<file path="src/three_phase_pair_angle_weights_defines.svh">
// assertion macros for the three-phase pair angle weights block
// no dependencies; included by the top level
`ifndef THREE_PHASE_PAIR_ANGLE_WEIGHTS_DEFINES_SVH
`define THREE_PHASE_PAIR_ANGLE_WEIGHTS_DEFINES_SVH

// antecedent implies consequent in the same cycle
`define TPPAW_ASSERT_IMP(lbl, clk, rst, ante, cons, msg) \
   lbl: assert property (@(posedge clk) disable iff (rst) (ante) |-> (cons)) else $error(msg);

// antecedent implies consequent a fixed number of cycles later
`define TPPAW_ASSERT_DLY(lbl, clk, rst, ante, n, cons, msg) \
   lbl: assert property (@(posedge clk) disable iff (rst) (ante) |-> ##n (cons)) else $error(msg);

`endif

</file>
<file path="src/tppaw_pkg.sv">
// shared types, constants and elaboration-time tables for the pair weight block
// no dependencies
package tppaw_pkg;

   localparam int FIELD_W      = 17;
   localparam int COORD_FRAC   = 16;
   localparam int COORD_W      = 22;
   localparam int QUOT_W       = 21;
   localparam int CORDIC_STEPS = 32;
   localparam int ANGLE_W      = 64;
   localparam int ZW           = 36;
   localparam int DIV_LAT      = QUOT_W + 1;
   localparam int ANG_LAT      = 5 + CORDIC_STEPS + 1;

   localparam logic [FIELD_W-1:0] CLAMP_RESET = 17'd64881;
   localparam logic [FIELD_W-1:0] FIELD_MAX   = 17'h1FFFF;
   localparam logic [17:0]        SQRT3_Q16   = 18'd113512;
   localparam logic [63:0]        INV_PI_Q32  = 64'd1367130551;
   localparam logic [QUOT_W-1:0]  COORD_SAT   = 21'h10_0000;

   typedef enum logic [1:0] {
      STATUS_OK        = 2'd0,
      STATUS_ZERO_SUM  = 2'd1,
      STATUS_ZERO_DIST = 2'd2
   } status_type;

   typedef logic signed [COORD_W-1:0] coord_type;

   typedef struct packed {
      coord_type c0;
      coord_type c1;
      coord_type c2;
   } point_type;

   typedef logic [31:0] step_type;
   typedef step_type step_table_type [CORDIC_STEPS];

   // atan(2^-i)/pi in Q32, built from a truncated alternating series
   function automatic step_table_type build_steps();
      step_table_type tbl;
      logic signed [63:0] acc;
      logic [63:0] term;
      logic [63:0] prod;
      int e;
      logic done;
      tbl[0] = 32'h4000_0000;
      for (int i = 1; i < CORDIC_STEPS; i++) begin
         acc = '0;
         done = 1'b0;
         for (int k = 0; k < 64; k++) begin
            e = 62 - i * (2 * k + 1);
            if (e < 0) done = 1'b1;
            if (!done) begin
               term = (64'd1 << e) / 64'(2 * k + 1);
               if (k % 2 == 1) acc = acc - signed'(term);
               else acc = acc + signed'(term);
            end
         end
         prod = (64'(acc) >> 30) * INV_PI_Q32;
         tbl[i] = prod[63:32];
      end
      return tbl;
   endfunction

   localparam step_table_type STEP_ANGLE = build_steps();

   // arithmetic shift right rounding toward zero
   function automatic logic signed [ANGLE_W-1:0] shr_tz(input logic signed [ANGLE_W-1:0] v,
                                                      input int s);
      logic signed [ANGLE_W-1:0] m;
      m = -v;
      if (v[ANGLE_W-1]) return -(signed'(m >> s));
      return signed'(v >> s);
   endfunction

endpackage

</file>
<file path="src/tppaw_div_lane.sv">
// one pipelined restoring divider lane: magnitude * 2^16 / sum, saturated at 16.0
// depends on tppaw_pkg
module tppaw_div_lane #(
   parameter int DW = 18
) (
   input  logic                   clock,
   input  logic [DW-1:0]          num,
   input  logic [DW-1:0]          den,
   input  logic                   neg,
   output tppaw_pkg::coord_type   coord
);

   localparam int QW = tppaw_pkg::QUOT_W;
   localparam int HI = QW - tppaw_pkg::COORD_FRAC;

   logic [DW-1:0] rem_ff [QW];
   logic [DW-1:0] den_ff [QW];
   logic [QW-1:0] low_ff [QW];
   logic [QW-1:0] q_ff   [QW];
   logic          neg_ff [QW];
   logic          ovf_ff [QW];
   logic          ovf_in;
   logic [QW-1:0] mag;
   tppaw_pkg::coord_type coord_ff;

   // quotient would need more than the quotient bits
   assign ovf_in = {{HI{1'b0}}, num} >= {den, {HI{1'b0}}};

   for (genvar s = 0; s < QW; s++) begin : g_stage
      logic [DW-1:0] src_rem;
      logic [DW-1:0] src_den;
      logic [QW-1:0] src_low;
      logic [QW-1:0] src_q;
      logic          src_neg;
      logic          src_ovf;
      logic [DW:0]   trial;
      logic          ge;
      if (s == 0) begin : g_first
         assign src_rem = num >> HI;
         assign src_den = den;
         assign src_low = {num[HI-1:0], {tppaw_pkg::COORD_FRAC{1'b0}}};
         assign src_q   = '0;
         assign src_neg = neg;
         assign src_ovf = ovf_in;
      end else begin : g_next
         assign src_rem = rem_ff[s-1];
         assign src_den = den_ff[s-1];
         assign src_low = low_ff[s-1];
         assign src_q   = q_ff[s-1];
         assign src_neg = neg_ff[s-1];
         assign src_ovf = ovf_ff[s-1];
      end
      assign trial = {src_rem, src_low[QW-1]};
      assign ge    = trial >= {1'b0, src_den};
      always_ff @(posedge clock) begin
         rem_ff[s] <= ge ? DW'(trial - {1'b0, src_den}) : trial[DW-1:0];
         den_ff[s] <= src_den;
         low_ff[s] <= {src_low[QW-2:0], 1'b0};
         q_ff[s]   <= {src_q[QW-2:0], ge};
         neg_ff[s] <= src_neg;
         ovf_ff[s] <= src_ovf;
      end
   end

   always_comb begin
      mag = q_ff[QW-1];
      if (ovf_ff[QW-1] || mag > tppaw_pkg::COORD_SAT) mag = tppaw_pkg::COORD_SAT;
   end

   always_ff @(posedge clock) begin
      if (neg_ff[QW-1]) coord_ff <= -signed'(tppaw_pkg::COORD_W'(mag));
      else coord_ff <= signed'(tppaw_pkg::COORD_W'(mag));
   end

   assign coord = coord_ff;

endmodule

</file>
<file path="config.mk">
export PLATFORM = sky130hd
export DESIGN_NAME = tppaw_div_lane
export DESIGN_NICKNAME = d
export VERILOG_FILES = /design/src/three_phase_pair_angle_weights_defines.svh /design/src/tppaw_pkg.sv /design/src/tppaw_div_lane.sv
export SDC_FILE = /design/constraint.sdc
export NUM_CORES = 2
export LEC_CHECK = 0
export BUFFER_PORTS_ARGS = -buffer_cell sky130_fd_sc_hd__clkbuf_2
export CAP_MARGIN = 10
export CORE_MARGIN = 5
export CORE_UTILIZATION = 30
export CTS_BUF_LIST = sky130_fd_sc_hd__clkbuf_8
export DETAILED_ROUTE_END_ITERATION = 16
export HOLD_SLACK_MARGIN = 0.05
export PLACE_DENSITY = 0.51
export SYNTH_ARGS = -nofsm -noshare
export SYNTH_HDL_FRONTEND = slang
export SYNTH_SLANG_ARGS = --single-unit
</file>
<file path="constraint.sdc">
create_clock -name clock -period 4 [get_ports clock]
set_input_delay 1.2 -clock clock [delete_from_list [all_inputs] [get_ports clock]]
set_output_delay 1.2 -clock clock [all_outputs]
set_load 0.005 [all_outputs]
</file>
==> metrics.md <==
| Metric | Value |
|---|---|
| Worst Path Required | 4.74 ns |
| Via count | 30517 |
| DR WL/cell | 14.5 um |
| Worst-Margin Slew | 1.04 ns |
| Critical path peak fanout | 18 |
| Root Buffer | clkbuf_8 |
| Total CTS buffers | 169 |
| Min Tclk post-route | 3.47 ns |
| Initial antenna violation count | 7 |
| EDFF count, synth | 0 |
| Clock-pin slew on the worst setup and hold paths | 0.06 ns |
| CP arrival | 4.21 ns |
| Core ar. | 146000 um2 |
| Top_reg_cell synth | dfxtp_1 |
| Hold crit path type | reg2reg |
| Nets | 5037 |
| Final WS setup | 0.526 ns |
| Port Buf Inserts | 59 |
| Final Cycle Share | 86.9% |
| Setup TNS | 0 ns |
| Outcome | finished clean |
| Post_cts resized | 0 |
| Setup CP Type | reg2reg |
| Post-Route WL | 96500 um |
| Endpoints failing setup | 0 |
| Hold worst-path end | q_ff[2][4] |
| First-pass GRT wire length | 157000 um |
| Pin count of the biggest net entering global routing | 35 |
| Via density per instance | 4.59 |
| Setup bufs post-CTS | 0 |
| Setup crit start | den_ff[3][37] |
| Syn Area/Cell | 10.0 um2 |
| Power Total | 42.9 mW |
| Worst Reg2Reg Path Length in Cells | 10 |
| Fraction of layout cells with a size suffix above 1 | 13.5% |
| Drt first pass iters | 6 |
| Antenna Nets Post-Route | 0 |
| Commonest non-fill, non-tap cell in the layout | dfxtp_1 |
| CTS sink count | 1025 |
| Pleak | 23.1 nW |
| Hold depth | 0 |
| Post-synthesis cell count | 4407 |
| H-tree depth | 4 |
| Multi-input gate area | 21400 um2 |
| FMAX | 288 MHz |
| IO Count | 60 |
| Row cnt | 140 |
| Count of different cell masters after synthesis | 80 |
| Final non-filler cell total | 6650 |
| Pwr/cell area | 850 nW/um2 |
| Clk buf depth | 3 |
| Area grow syn2layout | 14.5% |
| TritonCTS clock tree | yes |
| Layout fillers | 14853 |
| Number of global-route vias before repair | 30193 |
| Chip height | 393 um |
| Placer Congestion | 0.856 |
| Overall Global Routing Usage | 12.5% |
| Inst Count DP | 6338 |
| FF-to-FF setup slack | 0.53 ns |
| Worst R2R End | rem_ff[3][61] |
| Synthesized area | 44100 um2 |
| Horiz. Die Dim | 393 um |
| Worst Setup Start Kind | register |
| Final Slew Violations | 0 |
| Hold_sp | q_ff[1][150] |
| Overflow left after global routing | 0 |
| Ys async rst share | 0% |
| Dpl ws | 0.179 ns |
| Maxcap violations | 0 |
| Setup crit end kind | register |
| RSZ-0062 raised after global routing | no |
| Drt first-iter violations | 1838 |
| Post-CTS Hold Fix Bufs | 0 |
| Setup Skew | 0.0450 ns |
| Residual DRC count | 0 |
| Yosys reg bits | 1025 |
| DP HPWL | 74700 um |
| Storage cell area | 20500 um2 |
| Synth warn | 0 |
| Register area share after synthesis | 46.6% |
| Most frequent cells in the layout | 1025 x dfxtp_1, 542 x inv_1, 387 x ha_1, 264 x a21oi_1, 260 x nor2_1 |
| Initial core utilization | 30.2% |
| Maximum vdd drop | 304 uV |
| Die area | 155000 um2 |
| Worst R2R Start | den_ff[3][37] |
| Slew HR | 30.9% |
| Syn nets | 4852 |
| Final hold violations | 0 |
| Skew-Pair Late Insertion Delay | 0.88 ns |
cell families (layout without fill, tap and decap cells):
family                     after synthesis  after routing  share of synthesized area (%)
DFF                                   1025           1025                           46.6
AOI/OAI and AO/OA                      947            947                           14.1
and+or+nand+nor                        925            925                           10.4
buffers and inverters                  569            893                           4.89
adders and majority gates              407            407                           11.9
muxes                                  280            280                           7.06
xor gates and xnor gates               254            254                           5.05
other                                    0              2                              0
worst max path at each step:
stage                    end  slack, ns  cells past startpoint
2_1_floorplan  rem_ff[0][10]       0.12                     12
5_1_grt            coord[16]       0.27                     12
3_5_place_dp    rem_ff[0][5]       0.18                     13
6_report       rem_ff[3][61]       0.53                     10
4_1_cts        rem_ff[3][61]       0.53                     10
3_3_place_gp    rem_ff[0][4]       0.24                     13
sequential cells by signal, indices dropped and copies added, names as in the netlist:
name / cells
q_ff: 231
rem_ff: 360
coord: 22
neg_ff: 21
ovf_ff: 21
den_ff: 360
low_ff: 10
synthesized netlist by cell type (52+ instances only):
library cell,instances,share of area [%]
nor3_1,61,0.69
mux2_2,241,6.2
nor2_1,260,2.2
xor2_1,99,2.0
inv_1,497,4.2
nand2_1,196,1.7
ha_1,387,11
xnor2_1,155,3.1
a21o_1,122,2.1
nand3_1,93,1.1
o21ai_0,175,2.0
o21a_1,52,0.89
a21oi_1,265,3.0
nand2b_1,55,0.78
nor2b_1,68,0.97
clkbuf_1,52,0.44
dfxtp_1,1025,47
layout make-up:
type | instances | share of cell area [%]
diodes | 2 | 0.00992
clock buffers | 212 | 5.79
clock inverters | 98 | 1.59
inverters | 497 | 3.70
multi-input cells | 2813 | 42.5
flip-flops and latches | 1025 | 40.7
well taps | 1917 | 4.76
repair buffers | 86 | 1.01
layer usage:
layer,global-route usage (%),routed length [um],vias up
li1,-,-,15706
met1,16.9,46700,14086
met2,20.0,43100,562
met3,2.30,4370,163
met4,4.58,2400,0
met5,0,0,-
report_power, final:
group	switching (mW)	internal, mW	total (mW)
clock network	4.32	5.40	9.72
registers	1.65	13.3	15.0
logic	9.38	8.81	18.2
per-stage QoR:
stage / hold WS, ns / util (%) / cell area [um2]
after global routing: 0.284 / 34.6 / 50400
final: 0.289 / 34.6 / 50400
after detailed placement: 0.312 / 32.0 / 46700
after floorplan: 0.310 / - / 44100
after CTS: 0.280 / 34.6 / 50400
after global placement: 0.310 / 32.0 / 46700
critical path: stages, from the launching register on:
cell       delay [ns]
dfxtp_1          0.40
inv_1            0.07
ha_1             0.29
nor2b_1          0.14
o31a_1           0.28
o31ai_1          0.39
a31oi_1          0.21
a211o_1          0.36
o2111ai_1        0.25
nand2_1          0.48
mux2_2           0.47
Power figures use the tool's default switching activity.
